`src/rtl/ntw_pkg.sv`:
```
// ----------------------------------------------------------------------------
// ntw_pkg - shared types and constants for number_to_word_tokens
// Token kinds, sequencer step codes, controller/datapath command and status
// structs, and the table of scale word keys.
// ----------------------------------------------------------------------------
package ntw_pkg;

  localparam int NUM_W    = 64;               // input number width
  localparam int KEY_W    = 60;               // word key width
  localparam int KIND_W   = 2;                // token kind width
  localparam int GROUPS   = 7;                // three-digit groups, 10^0 .. 10^18
  localparam int GRP_W    = 3;
  localparam int DIGITS   = 3 * GROUPS;       // BCD digits held (top one stays 0)
  localparam int BCD_W    = 4 * DIGITS;
  localparam int CNT_W    = 6;                // conversion bit counter
  localparam logic [CNT_W-1:0] CONV_LAST = CNT_W'(NUM_W - 1);

  typedef logic [KIND_W-1:0] kind_t;
  localparam kind_t KIND_WORD    = 2'd0;
  localparam kind_t KIND_SPACE   = 2'd1;
  localparam kind_t KIND_HYPHEN  = 2'd2;
  localparam kind_t KIND_NEWLINE = 2'd3;

  typedef logic [3:0] step_t;
  localparam step_t STEP_SEP     = 4'd0;   // space between spoken groups
  localparam step_t STEP_HUND    = 4'd1;   // hundreds digit word
  localparam step_t STEP_SP1     = 4'd2;   // space before "hundred"
  localparam step_t STEP_W100    = 4'd3;   // word 100
  localparam step_t STEP_SP2     = 4'd4;   // space after "hundred"
  localparam step_t STEP_TENS    = 4'd5;   // remainder word or tens word
  localparam step_t STEP_HYPH    = 4'd6;   // hyphen
  localparam step_t STEP_ONES    = 4'd7;   // ones word after hyphen
  localparam step_t STEP_SPS     = 4'd8;   // space before scale word
  localparam step_t STEP_SCALE   = 4'd9;   // scale word
  localparam step_t STEP_ZERO    = 4'd10;  // word 0 for a zero input
  localparam step_t STEP_NEWLINE = 4'd11;  // closing newline

  typedef struct packed {
    logic             load;   // capture a new number, clear BCD
    logic             shift;  // one double-dabble iteration
    logic             emit;   // load the output register with a token
    step_t            step;
    logic [GRP_W-1:0] grp;
  } cmd_t;

  typedef struct packed {
    logic [GROUPS-1:0] grp_nz;   // per group: nonzero
    logic              h_nz;     // current group: hundreds digit nonzero
    logic              rest_nz;  // current group: value below 100 nonzero
    logic              t_ge2;    // current group: tens digit at least 2
    logic              o_nz;     // current group: ones digit nonzero
    logic              out_busy; // output register full and not taken
  } sts_t;

  function automatic logic [KEY_W-1:0] scale_key(input logic [GRP_W-1:0] g);
    logic [KEY_W-1:0] k;
    unique case (g)
      3'd0:    k = 60'd1;
      3'd1:    k = 60'd1000;
      3'd2:    k = 60'd1000000;
      3'd3:    k = 60'd1000000000;
      3'd4:    k = 60'd1000000000000;
      3'd5:    k = 60'd1000000000000000;
      3'd6:    k = 60'd1000000000000000000;
      default: k = '0;
    endcase
    return k;
  endfunction

endpackage

```
`src/rtl/ntw_num_if.sv`:
```
// ----------------------------------------------------------------------------
// ntw_num_if - number request channel
// Valid/ready channel carrying one 64-bit unsigned number per request.
// ----------------------------------------------------------------------------
interface ntw_num_if;
  logic                       valid;
  logic                       ready;
  logic [ntw_pkg::NUM_W-1:0]  number;

  modport source (output valid, output number, input ready);
  modport sink   (input valid, input number, output ready);
endinterface

```
`src/rtl/ntw_tok_if.sv`:
```
// ----------------------------------------------------------------------------
// ntw_tok_if - word token channel
// Valid/ready channel carrying one token (kind, word key, last) per request.
// ----------------------------------------------------------------------------
interface ntw_tok_if;
  logic                       valid;
  logic                       ready;
  logic [ntw_pkg::KIND_W-1:0] kind;
  logic [ntw_pkg::KEY_W-1:0]  word_key;
  logic                       last;

  modport source (output valid, output kind, output word_key, output last, input ready);
  modport sink   (input valid, input kind, input word_key, input last, output ready);
endinterface

```
`src/rtl/number_to_word_tokens.sv`:
```
// ----------------------------------------------------------------------------
// number_to_word_tokens - spell a 64-bit number as English word tokens
// Converts the number to BCD, then emits words, spaces, hyphens and a closing
// newline, one token per request on the output channel.
// ----------------------------------------------------------------------------
//
//   channel | dir | payload                          | requests
//   --------+-----+----------------------------------+-------------------------
//   num     | in  | number[63:0]                     | one per run
//   tok     | out | kind[1:0], word_key[59:0], last  | 2 to 62 per run
//
// Sequence: a number is accepted, then converted (the double-dabble converter
// shifts one bit per cycle), then the top group is picked, then tokens are
// emitted one per free output slot, with an extra step for each spoken group
// without hundreds.
// Reset: clears the sequencer and the output valid flag; no memory to clear.
// Stalls: while tok.ready is low the output register holds its token and the
// sequencer waits; a new number is taken while the final newline still waits.
//
module number_to_word_tokens (
  input  logic         clk,
  input  logic         rst,
  ntw_num_if.sink      num,
  ntw_tok_if.source    tok
);

  ntw_pkg::cmd_t cmd;
  ntw_pkg::sts_t sts;

  // Controller: counts conversion shifts, then sequences groups and tokens.
  ntw_ctrl u_ctrl (
    .clk      (clk),
    .rst      (rst),
    .in_valid (num.valid),
    .in_ready (num.ready),
    .sts      (sts),
    .cmd      (cmd)
  );

  // Datapath: binary to BCD, digit selection of the current group, and the
  // output register that parts the sequencer from the token consumer.
  ntw_datapath u_datapath (
    .clk       (clk),
    .rst       (rst),
    .cmd       (cmd),
    .sts       (sts),
    .number    (num.number),
    .out_valid (tok.valid),
    .out_ready (tok.ready),
    .kind      (tok.kind),
    .word_key  (tok.word_key),
    .last      (tok.last)
  );

`ifndef NO_ASSERTIONS
  // Drop ready right after taking a number: one run at a time.
  a_busy_after_accept: assert property (@(posedge clk) disable iff (rst)
    num.valid && num.ready |=> !num.ready)
    else $error("number accepted while a run is in progress");

  // Hold off new numbers while any token other than the final one is pending.
  a_no_accept_mid_run: assert property (@(posedge clk) disable iff (rst)
    tok.valid && !tok.last |-> !num.ready)
    else $error("input ready while a run still has tokens to send");

  // Only the newline carries last, and it carries key zero.
  a_last_is_newline: assert property (@(posedge clk) disable iff (rst)
    tok.valid && tok.last |-> tok.kind == ntw_pkg::KIND_NEWLINE && tok.word_key == '0)
    else $error("last flag on a token other than the newline");
`endif

endmodule

```
`src/rtl/ntw_datapath.sv`:
```
// ----------------------------------------------------------------------------
// ntw_datapath - binary to BCD converter and token output register
// Double-dabble one bit per shift command, group digit selection, token
// formation and the output register.
// ----------------------------------------------------------------------------
module ntw_datapath (
  input  logic                       clk,
  input  logic                       rst,
  input  ntw_pkg::cmd_t              cmd,
  output ntw_pkg::sts_t              sts,
  input  logic [ntw_pkg::NUM_W-1:0]  number,
  output logic                       out_valid,
  input  logic                       out_ready,
  output logic [ntw_pkg::KIND_W-1:0] kind,
  output logic [ntw_pkg::KEY_W-1:0]  word_key,
  output logic                       last
);

  logic [ntw_pkg::NUM_W-1:0] bin;
  logic [ntw_pkg::BCD_W-1:0] bcd;
  logic [ntw_pkg::BCD_W-1:0] bcd_adj;
  logic [3:0]                gh [ntw_pkg::GROUPS];
  logic [3:0]                gt [ntw_pkg::GROUPS];
  logic [3:0]                go [ntw_pkg::GROUPS];
  logic [ntw_pkg::GROUPS-1:0] grp_nz;
  logic [3:0]                h, t, o;
  logic [6:0]                t10, low_key;
  logic [6:0]                rest_key;
  ntw_pkg::kind_t            kind_next;
  logic [ntw_pkg::KEY_W-1:0] key_next;
  logic                      last_next;

  // add 3 to every digit of 5 or more before the shift
  always_comb begin
    for (int i = 0; i < ntw_pkg::DIGITS; i++) begin
      if (bcd[4*i +: 4] >= 4'd5) begin
        bcd_adj[4*i +: 4] = bcd[4*i +: 4] + 4'd3;
      end else begin
        bcd_adj[4*i +: 4] = bcd[4*i +: 4];
      end
    end
  end

  always_comb begin
    for (int k = 0; k < ntw_pkg::GROUPS; k++) begin
      go[k] = bcd[12*k +: 4];
      gt[k] = bcd[12*k + 4 +: 4];
      gh[k] = bcd[12*k + 8 +: 4];
      grp_nz[k] = (bcd[12*k +: 12] != '0);
    end
  end

  assign h = gh[cmd.grp];
  assign t = gt[cmd.grp];
  assign o = go[cmd.grp];

  assign sts.grp_nz   = grp_nz;
  assign sts.h_nz     = (h != 4'd0);
  assign sts.rest_nz  = (t != 4'd0) || (o != 4'd0);
  assign sts.t_ge2    = (t >= 4'd2);
  assign sts.o_nz     = (o != 4'd0);
  assign sts.out_busy = out_valid && !out_ready;

  // below twenty the remainder is one word, otherwise the tens word alone
  assign t10      = {t, 3'b000} + {2'b00, t, 1'b0};
  assign low_key  = t10 + {3'b000, o};
  assign rest_key = (t < 4'd2) ? low_key : t10;

  always_comb begin
    kind_next = ntw_pkg::KIND_SPACE;
    key_next  = '0;
    last_next = 1'b0;
    unique case (cmd.step)
      ntw_pkg::STEP_SEP,
      ntw_pkg::STEP_SP1,
      ntw_pkg::STEP_SP2,
      ntw_pkg::STEP_SPS: kind_next = ntw_pkg::KIND_SPACE;
      ntw_pkg::STEP_HUND: begin
        kind_next = ntw_pkg::KIND_WORD;
        key_next  = {{(ntw_pkg::KEY_W-4){1'b0}}, h};
      end
      ntw_pkg::STEP_W100: begin
        kind_next = ntw_pkg::KIND_WORD;
        key_next  = ntw_pkg::KEY_W'(100);
      end
      ntw_pkg::STEP_TENS: begin
        kind_next = ntw_pkg::KIND_WORD;
        key_next  = {{(ntw_pkg::KEY_W-7){1'b0}}, rest_key};
      end
      ntw_pkg::STEP_HYPH: kind_next = ntw_pkg::KIND_HYPHEN;
      ntw_pkg::STEP_ONES: begin
        kind_next = ntw_pkg::KIND_WORD;
        key_next  = {{(ntw_pkg::KEY_W-4){1'b0}}, o};
      end
      ntw_pkg::STEP_SCALE: begin
        kind_next = ntw_pkg::KIND_WORD;
        key_next  = ntw_pkg::scale_key(cmd.grp);
      end
      ntw_pkg::STEP_ZERO: kind_next = ntw_pkg::KIND_WORD;
      ntw_pkg::STEP_NEWLINE: begin
        kind_next = ntw_pkg::KIND_NEWLINE;
        last_next = 1'b1;
      end
      default: kind_next = ntw_pkg::KIND_SPACE;
    endcase
  end

  always_ff @(posedge clk) begin
    if (cmd.load) begin
      bin <= number;
      bcd <= '0;
    end else if (cmd.shift) begin
      {bcd, bin} <= {bcd_adj[ntw_pkg::BCD_W-2:0], bin, 1'b0};
    end
    if (cmd.emit) begin
      kind     <= kind_next;
      word_key <= key_next;
      last     <= last_next;
    end
  end

  always_ff @(posedge clk) begin
    if (rst) begin
      out_valid <= 1'b0;
    end else if (cmd.emit) begin
      out_valid <= 1'b1;
    end else if (out_ready) begin
      out_valid <= 1'b0;
    end
  end

endmodule

```
`src/rtl/ntw_ctrl.sv`:
```
// ----------------------------------------------------------------------------
// ntw_ctrl - token sequencer
// Counts the conversion shifts, then walks the groups from the top down and
// steps through the tokens of each, one token per free output slot.
// ----------------------------------------------------------------------------
module ntw_ctrl (
  input  logic          clk,
  input  logic          rst,
  input  logic          in_valid,
  output logic          in_ready,
  input  ntw_pkg::sts_t sts,
  output ntw_pkg::cmd_t cmd
);

  localparam logic [1:0] S_IDLE = 2'd0;
  localparam logic [1:0] S_CONV = 2'd1;
  localparam logic [1:0] S_PICK = 2'd2;
  localparam logic [1:0] S_EMIT = 2'd3;

  logic [1:0]                  state, state_next;
  logic [ntw_pkg::CNT_W-1:0]   cnt, cnt_next;
  logic [ntw_pkg::GRP_W-1:0]   grp, grp_next;
  ntw_pkg::step_t              step, step_next;

  logic [ntw_pkg::GROUPS-1:0]  lower;
  logic [ntw_pkg::GRP_W-1:0]   top_grp, low_grp;
  ntw_pkg::step_t              after_rest;
  ntw_pkg::step_t              next_grp_step;
  logic [ntw_pkg::GRP_W-1:0]   next_grp;

  // highest nonzero group overall, and highest one below the current group
  always_comb begin
    top_grp = '0;
    low_grp = '0;
    for (int k = 0; k < ntw_pkg::GROUPS; k++) begin
      lower[k] = sts.grp_nz[k] && (ntw_pkg::GRP_W'(k) < grp);
      if (sts.grp_nz[k]) top_grp = ntw_pkg::GRP_W'(k);
      if (lower[k])      low_grp = ntw_pkg::GRP_W'(k);
    end
  end

  always_comb begin
    if (lower != '0) begin
      next_grp      = low_grp;
      next_grp_step = ntw_pkg::STEP_SEP;
    end else begin
      next_grp      = grp;
      next_grp_step = ntw_pkg::STEP_NEWLINE;
    end
    after_rest = (grp != '0) ? ntw_pkg::STEP_SPS : next_grp_step;
  end

  always_comb begin
    state_next = state;
    cnt_next   = cnt;
    grp_next   = grp;
    step_next  = step;
    in_ready   = (state == S_IDLE);
    cmd.load   = 1'b0;
    cmd.shift  = 1'b0;
    cmd.emit   = 1'b0;
    cmd.step   = step;
    cmd.grp    = grp;
    unique case (state)
      S_IDLE: begin
        if (in_valid) begin
          cmd.load   = 1'b1;
          cnt_next   = '0;
          state_next = S_CONV;
        end
      end
      S_CONV: begin
        cmd.shift = 1'b1;
        cnt_next  = cnt + 1'b1;
        if (cnt == ntw_pkg::CONV_LAST) state_next = S_PICK;
      end
      S_PICK: begin
        if (sts.grp_nz == '0) begin
          step_next = ntw_pkg::STEP_ZERO;
        end else begin
          grp_next  = top_grp;
          step_next = ntw_pkg::STEP_HUND;
        end
        state_next = S_EMIT;
      end
      S_EMIT: begin
        if (step == ntw_pkg::STEP_HUND && !sts.h_nz) begin
          step_next = ntw_pkg::STEP_TENS;
        end else if (!sts.out_busy) begin
          cmd.emit = 1'b1;
          unique case (step)
            ntw_pkg::STEP_SEP:  step_next = ntw_pkg::STEP_HUND;
            ntw_pkg::STEP_HUND: step_next = ntw_pkg::STEP_SP1;
            ntw_pkg::STEP_SP1:  step_next = ntw_pkg::STEP_W100;
            ntw_pkg::STEP_W100: step_next = sts.rest_nz ? ntw_pkg::STEP_SP2 : after_rest;
            ntw_pkg::STEP_SP2:  step_next = ntw_pkg::STEP_TENS;
            ntw_pkg::STEP_TENS: begin
              step_next = (sts.t_ge2 && sts.o_nz) ? ntw_pkg::STEP_HYPH : after_rest;
            end
            ntw_pkg::STEP_HYPH: step_next = ntw_pkg::STEP_ONES;
            ntw_pkg::STEP_ONES: step_next = after_rest;
            ntw_pkg::STEP_SPS:  step_next = ntw_pkg::STEP_SCALE;
            ntw_pkg::STEP_ZERO: step_next = ntw_pkg::STEP_NEWLINE;
            ntw_pkg::STEP_NEWLINE: state_next = S_IDLE;
            default:            step_next = ntw_pkg::STEP_NEWLINE;
          endcase
          if (step == ntw_pkg::STEP_SCALE ||
              ((step == ntw_pkg::STEP_W100 && !sts.rest_nz) ||
               (step == ntw_pkg::STEP_TENS && !(sts.t_ge2 && sts.o_nz)) ||
               step == ntw_pkg::STEP_ONES) && grp == '0) begin
            step_next = next_grp_step;
            grp_next  = next_grp;
          end
        end
      end
      default: state_next = S_IDLE;
    endcase
  end

  always_ff @(posedge clk) begin
    if (rst) begin
      state <= S_IDLE;
      cnt   <= '0;
      grp   <= '0;
      step  <= ntw_pkg::STEP_ZERO;
    end else begin
      state <= state_next;
      cnt   <= cnt_next;
      grp   <= grp_next;
      step  <= step_next;
    end
  end

endmodule
```
`src/flat_wrapper.sv`:
```
// flat-port wrapper written by rule: the top's interface ports become plain ports
module number_to_word_tokens_flat 
  (clk, rst, num_valid, num_number, num_ready, tok_valid, tok_kind, tok_word_key, tok_last, tok_ready);
  ntw_num_if num_i ();
  ntw_tok_if tok_i ();
  input  logic clk;
  input  logic rst;
  input wire logic [$bits(num_i.valid)-1:0] num_valid;
  input wire logic [$bits(num_i.number)-1:0] num_number;
  output wire logic [$bits(num_i.ready)-1:0] num_ready;
  output wire logic [$bits(tok_i.valid)-1:0] tok_valid;
  output wire logic [$bits(tok_i.kind)-1:0] tok_kind;
  output wire logic [$bits(tok_i.word_key)-1:0] tok_word_key;
  output wire logic [$bits(tok_i.last)-1:0] tok_last;
  input wire logic [$bits(tok_i.ready)-1:0] tok_ready;
  assign num_i.valid = num_valid;
  assign num_i.number = num_number;
  assign num_ready = num_i.ready;
  assign tok_valid = tok_i.valid;
  assign tok_kind = tok_i.kind;
  assign tok_word_key = tok_i.word_key;
  assign tok_last = tok_i.last;
  assign tok_i.ready = tok_ready;
  number_to_word_tokens u_core (.clk(clk), .rst(rst), .num(num_i), .tok(tok_i));
endmodule
```
`config.mk`:
```
export PLATFORM = sky130hd
export DESIGN_NAME = number_to_word_tokens_flat
export DESIGN_NICKNAME = d
export VERILOG_FILES = /design/src/rtl/ntw_pkg.sv /design/src/rtl/ntw_num_if.sv /design/src/rtl/ntw_tok_if.sv /design/src/rtl/number_to_word_tokens.sv /design/src/rtl/ntw_datapath.sv /design/src/rtl/ntw_ctrl.sv /design/src/flat_wrapper.sv
export SDC_FILE = /design/constraint.sdc
export NUM_CORES = 1
export LEC_CHECK = 0
export ABC_AREA = 0
export ABC_CLOCK_PERIOD_IN_PS = 3400
export CAP_MARGIN = 20
export CORE_ASPECT_RATIO = 1.25
export CORE_UTILIZATION = 58
export DETAILED_ROUTE_END_ITERATION = 16
export DONT_BUFFER_PORTS = 1
export HOLD_SLACK_MARGIN = 0.12
export MAX_ROUTING_LAYER = met4
export PLACE_DENSITY = 0.86
export SETUP_SLACK_MARGIN = 0.2
export SLEW_MARGIN = 40
export SYNTH_ARGS = -nofsm -noshare
export SYNTH_HDL_FRONTEND = slang
export SYNTH_HIERARCHICAL = 1
export SYNTH_SLANG_ARGS = --single-unit
```
`constraint.sdc`:
```
create_clock -name clk -period 3.4 [get_ports clk]
set_input_delay 0 -clock clk [delete_from_list [all_inputs] [get_ports clk]]
set_output_delay 0 -clock clk [all_outputs]
set_load 0.1 [all_outputs]
```
# --- Word level (Yosys, flattened, before mapping) ---
# Index checks and enable logic that the tools add are counted.
totals:
  regBits: 227
  input_bits: 68
  elab_cells: 224
op_classes:
  addsub: 24
  n_lt_le_gt_ge: 31
  n_eq_ne: 31
  n_mux: 81
  bitwise_logic: 1
  n_reduce_logical: 46
ops:
  columns: ["op", "n"]
  rows:
  - ["case mux 60 bit (7 select lines)", 1]
  - ["case mux 60 bit (5 select lines)", 1]
  - ["two-way mux 4 bit", 34]
  - ["two-way mux 64 bit", 2]
  - ["greater-or-equal comparator 4 x 3 -> 1 bit, second input constant", 21]
  - ["nonzero test 12 bit", 7]
  - ["adder 4 x 2 -> 4 bit, second input constant", 20]
  - ["two-way mux 3 bit", 16]
  - ["case mux 4 bit (10 select lines)", 1]
  - ["binary-select mux 4 bit (select 3 bit)", 3]
  - ["equality test 4 x 3 -> 1 bit, second input constant", 4]
  - ["equality test 4 bit, second input constant", 4]
  - ["!= test 2 bit, second input constant", 7]
  - ["logical AND 1 bit", 13]
  - ["case mux 6 bit (2 select lines)", 1]
  - ["nonzero test 4 bit", 3]
  - ["two-way mux 1 bit", 11]
  - ["two-way mux 2 bit", 5]
  - ["equality test 3 bit, second input constant", 3]
  - ["< comparator 3 bit, first input constant", 3]
  - ["equality test 4 x 2 -> 1 bit, second input constant", 2]
  - ["case mux 2 bit (4 select lines)", 1]
  - ["case mux 4 bit (2 select lines)", 1]
  - ["nonzero test 2 bit", 4]
  - ["other kinds (36)", 46]

# --- Depth between registers and ports, before layout ---
logic_depth:
  ltp_word: 16
  ltp_mapped: 13
  mapped_depth_nobuf: 11

# --- By module ---
# Netlist, hierarchy kept.
by_module_without_submodules:
  columns: ["module", "n_inst", "cells_each", "area_each_um2", "seq_area_each_um2"]
  rows:
  - ["ntw_datapath", 1, 1003, 10281.1, 4494.3]
  - ["ntw_ctrl", 1, 160, 1183.6, 300.3]

# --- Least setup slack after synthesis ---
# Ideal clock, no wire load.
synth_timing:
  path_kind: "reg2reg"
  from: "reg u_core/u_ctrl/grp[0] (netlist name)"
  to: "reg u_core/u_datapath/kind[0] (netlist name), enable pin"
  setup_ns: 0.416
  arrival_time_ns: 3.118
  required_ns: 2.984
  setup_slack_ns: -0.134
  stages_incl_launch_ff: 11
  synth_period_minus_slack_ns: 3.534
  path_cell_list: "dfxtp_1 > buf_2 > buf_2 > buf_2 > mux2i_1 > a22oi_1 > nand2_1 > nand4b_1 > nor4_1 > nand2b_1 > nor2_1"
synth_lines:
  columns: ["element", "line_no", "text"]
  rows:
  - ["start: declaration", "ntw_ctrl.sv:22", "logic [ntw_pkg::GRP_W-1:0] grp, grp_next;"]
  - ["start signal: assignment", "ntw_ctrl.sv:129", "grp <= grp_next;"]
  - ["end signal: assignment", "ntw_datapath.sv:116", "kind <= kind_next;"]
  - ["end: declaration", "ntw_datapath.sv:14", "output logic [ntw_pkg::KIND_W-1:0] kind,"]

==> qor.csv <==
metric;value;unit
status;finished, final reports clean;
met3 usage;0.0450;
Required @ worst endpoint;3720;ps
startpoint types;flip-flop;
Flop pwr share;0.418;
Net Sw Frac;0.375;
Iter 0 DRT Violations;854;
clk_lat worst skew;450;ps
CTS Sinks;193;
Area Overhead vs Synth;17.3;%
total die area;20300;sq um
YS warnings;6;
IO buf count;0;
Post-Syn Instances;1163;
Post-synth EDFFs;93;
first-pass GRT wire length;43100;microns
Final Slew Violations;0;
grt met2 use;0.456;
most common cell after layout, fill and taps aside;nand2_1;
Synth Area in Compound Gates;0.134;
minimum clock period after layout;3110;ps
Yosys top cell by area;edfxtp_1;
Post-Route WL;27100;microns
layout cells sized above 1;0.145;
# DRC;0;
Synth top area share;0.244;
Setup crit end kind;flip-flop;
CTS tree;yes;
Via-to-Cell Ratio;6.01;
Clock Power Share;0.239;
Total GRT Usage;0.276;
xor and xnor area share after synthesis;0.0336;
commonest non-fill, non-tap cells in the layout;nand2_1, dfxtp_1, edfxtp_1, a21oi_1, ha_1;
Die Height;159;microns
busiest layer in global routing;met2;
Initial Util;0.591;
clk root buf;clkbuf_16;
via count;8991;
mapped cell area;11500;sq um
average size of a mapped cell;9.86;sq um
top cells by area, synth;edfxtp_1, dfxtp_1, ha_1;
final setup fails;0;
simple-gate area share of the yosys netlist;0.136;
power density over cell area;642;nW/um^2
pin count of the biggest net entering global routing;96;
post-synthesis mux area share;0.127;
Fill cells;1369;
most used flip-flop cell after synthesis;dfxtp_1;
Worst Hold Class;in2reg;
total power;0.00864;W
Row Count;57;
Area after DPL;12000;sq um
Synth Register Bits;193;
Die W;128;microns
antenna cells;0;
Setup TNS Final;0;ps
critical path class;reg2reg;
sequential cell area fraction in the yosys report;0.418;
Max clock buf depth;2;
Clock Pin Slew Worst Setup and Hold Paths;90;ps
H-tree lvl count;4;
met1 usage;0.323;
final period utilization;0.916;
vias in the first global route;8680;
measured slew at the worst slew-check pin;900;ps
Inserted Clock Buffers;17;
Nets;1362;
fraction of registers with async set/reset;0;
Pleak;5.06;nW
Internal;0.00540;W
routability cong.;0.993;
initial antenna violation count;0;
ANT nets after route;0;
Ports;133;
adder-cell share of the synthesized area;0.0832;
Max Cap Viol;0;
Synth cell types;69;
DR pass1 iterations;5;
Switch Pwr;0.00324;W
Crit path arrival time;3430;ps
DR WL/cell;18.1;microns
main combinational cell family by area after synthesis;simple AND/OR/NAND/NOR gates;
slew margin rel.;0.401;
Setup Skew;17.6;ps
final hold viol count;0;
register area;4800;sq um
HPWL Detailed;17700;microns
Multi-input gate area;5950;sq um
Peak supply drop;0.791;mV
fin util;0.693;
RSZ-0062 raised after global routing;false;
fmax;321;MHz
Comb power frac;0.343;
GR Overflow Total;0;
Crit Path Max Fanout;7;
Finished Cell Area;13400;sq um
Core Area;19400;sq um
registers in the layout (all words and copies together), names as in the netlist:
name                         count
u_core/u_datapath/kind           2
u_core/u_datapath/bin           64
u_core/u_ctrl/step               4
u_core/u_ctrl/state              2
u_core/u_datapath/out_valid      1
u_core/u_ctrl/cnt                6
u_core/u_ctrl/grp                3
u_core/u_datapath/bcd           84
u_core/u_datapath/last           1
u_core/u_datapath/word_key      26
through the flow:
| stage | std cells | hold WS, ps | worst slack, ps |
|---|---|---|---|
| 3_5_place_dp | 1390 | 72.5 | 145 |
| 3_3_place_gp | 1384 | 71.9 | 190 |
| 2_1_floorplan | 1169 | 72.4 | 203 |
| 6_report | 1497 | 299 | 287 |
| 4_1_cts | 1489 | 283 | 247 |
| 5_1_grt | 1497 | 292 | 122 |
power by group through the flow:
stage               clock [W]  combinational [W]  sequential (W)
floorplan                   0            0.00217         0.00358
global placement            0            0.00254         0.00368
detailed placement          0            0.00269         0.00365
CTS                   0.00209            0.00275         0.00362
global route          0.00219            0.00317         0.00365
finish                0.00207            0.00296         0.00361
cell families after synthesis:
group                    after synthesis
buffers and inverters                161
AND/OR/NAND/NOR                      317
AO/OA/AOI/OAI                        243
flip-flops                           193
other                                  1
adder cells (fa/ha/maj)               75
XOR/XNOR                              44
multiplexers                         129
area by class of cell:
class,count,share of cell area
multi-input cells,815,0.442
clock inverters,14,0.0137
repair buffers,121,0.110
flip-flops and latches,193,0.357
well taps,265,0.0247
inverters,71,0.0200
clock buffers,18,0.0319
what timing repair did:
| item | CTS | global route |
|---|---|---|
| setup buffers | 0 | 6 |
| hold endpoints to repair | 80 | 0 |
| pin swaps | 0 | 3 |
| setup endpoints to repair | 8 | 9 |
| resized for setup | 2 | 9 |
| hold buffers | 67 | 0 |
metal layers:
layer	share of wire	vias to the layer above
met2	0.50	392
met4	0.042	0
met5	0	-
li1	-	4230
met3	0.057	77
met1	0.40	4292
final timing paths:
| check | start | endpoint | depth (start not counted) | slack, ps |
|---|---|---|---|---|
| setup / recovery | u_core/u_ctrl/grp[0] | u_core/u_ctrl/grp[2] | 13 | 290 |
| hold reg to reg | u_core/u_datapath/bcd[72] | u_core/u_datapath/bcd[72] | 2 | 500 |
| setup reg to reg | u_core/u_ctrl/grp[0] | u_core/u_ctrl/grp[2] | 13 | 290 |
| hold / removal | num_number[4] | u_core/u_datapath/bin[4] | 2 | 300 |
synthesized netlist by cell type (7+ instances only):
cell / n
buf_4: 36
a21oi_1: 78
o211ai_1: 24
o21ai_0: 58
buf_2: 9
nand2_1: 111
mux2i_1: 57
clkbuf_1: 32
xnor2_1: 43
nor2_1: 51
nor3_1: 15
mux4_2: 7
nand3_1: 54
a22oi_1: 7
edfxtp_1: 93
nor4b_1: 8
nand4_1: 12
o22ai_1: 7
dfxtp_1: 100
mux2_2: 65
nor2b_1: 7
ha_1: 73
a21o_1: 26
inv_1: 70
buf_1: 10
nand2b_1: 34
critical path, cell delays in order (launching register included):
cell and delay [ps]:
dfxtp_4 410, buf_6 160, mux2i_1 200, a22oi_1 130, a222oi_1 340, buf_4 170, inv_2 30, or3_1 380
inv_1 90, o2111ai_2 150, o22a_4 330, o21ai_4 210, a21oi_1 140, a41o_1 250
(Power assumes the default switching activity.)
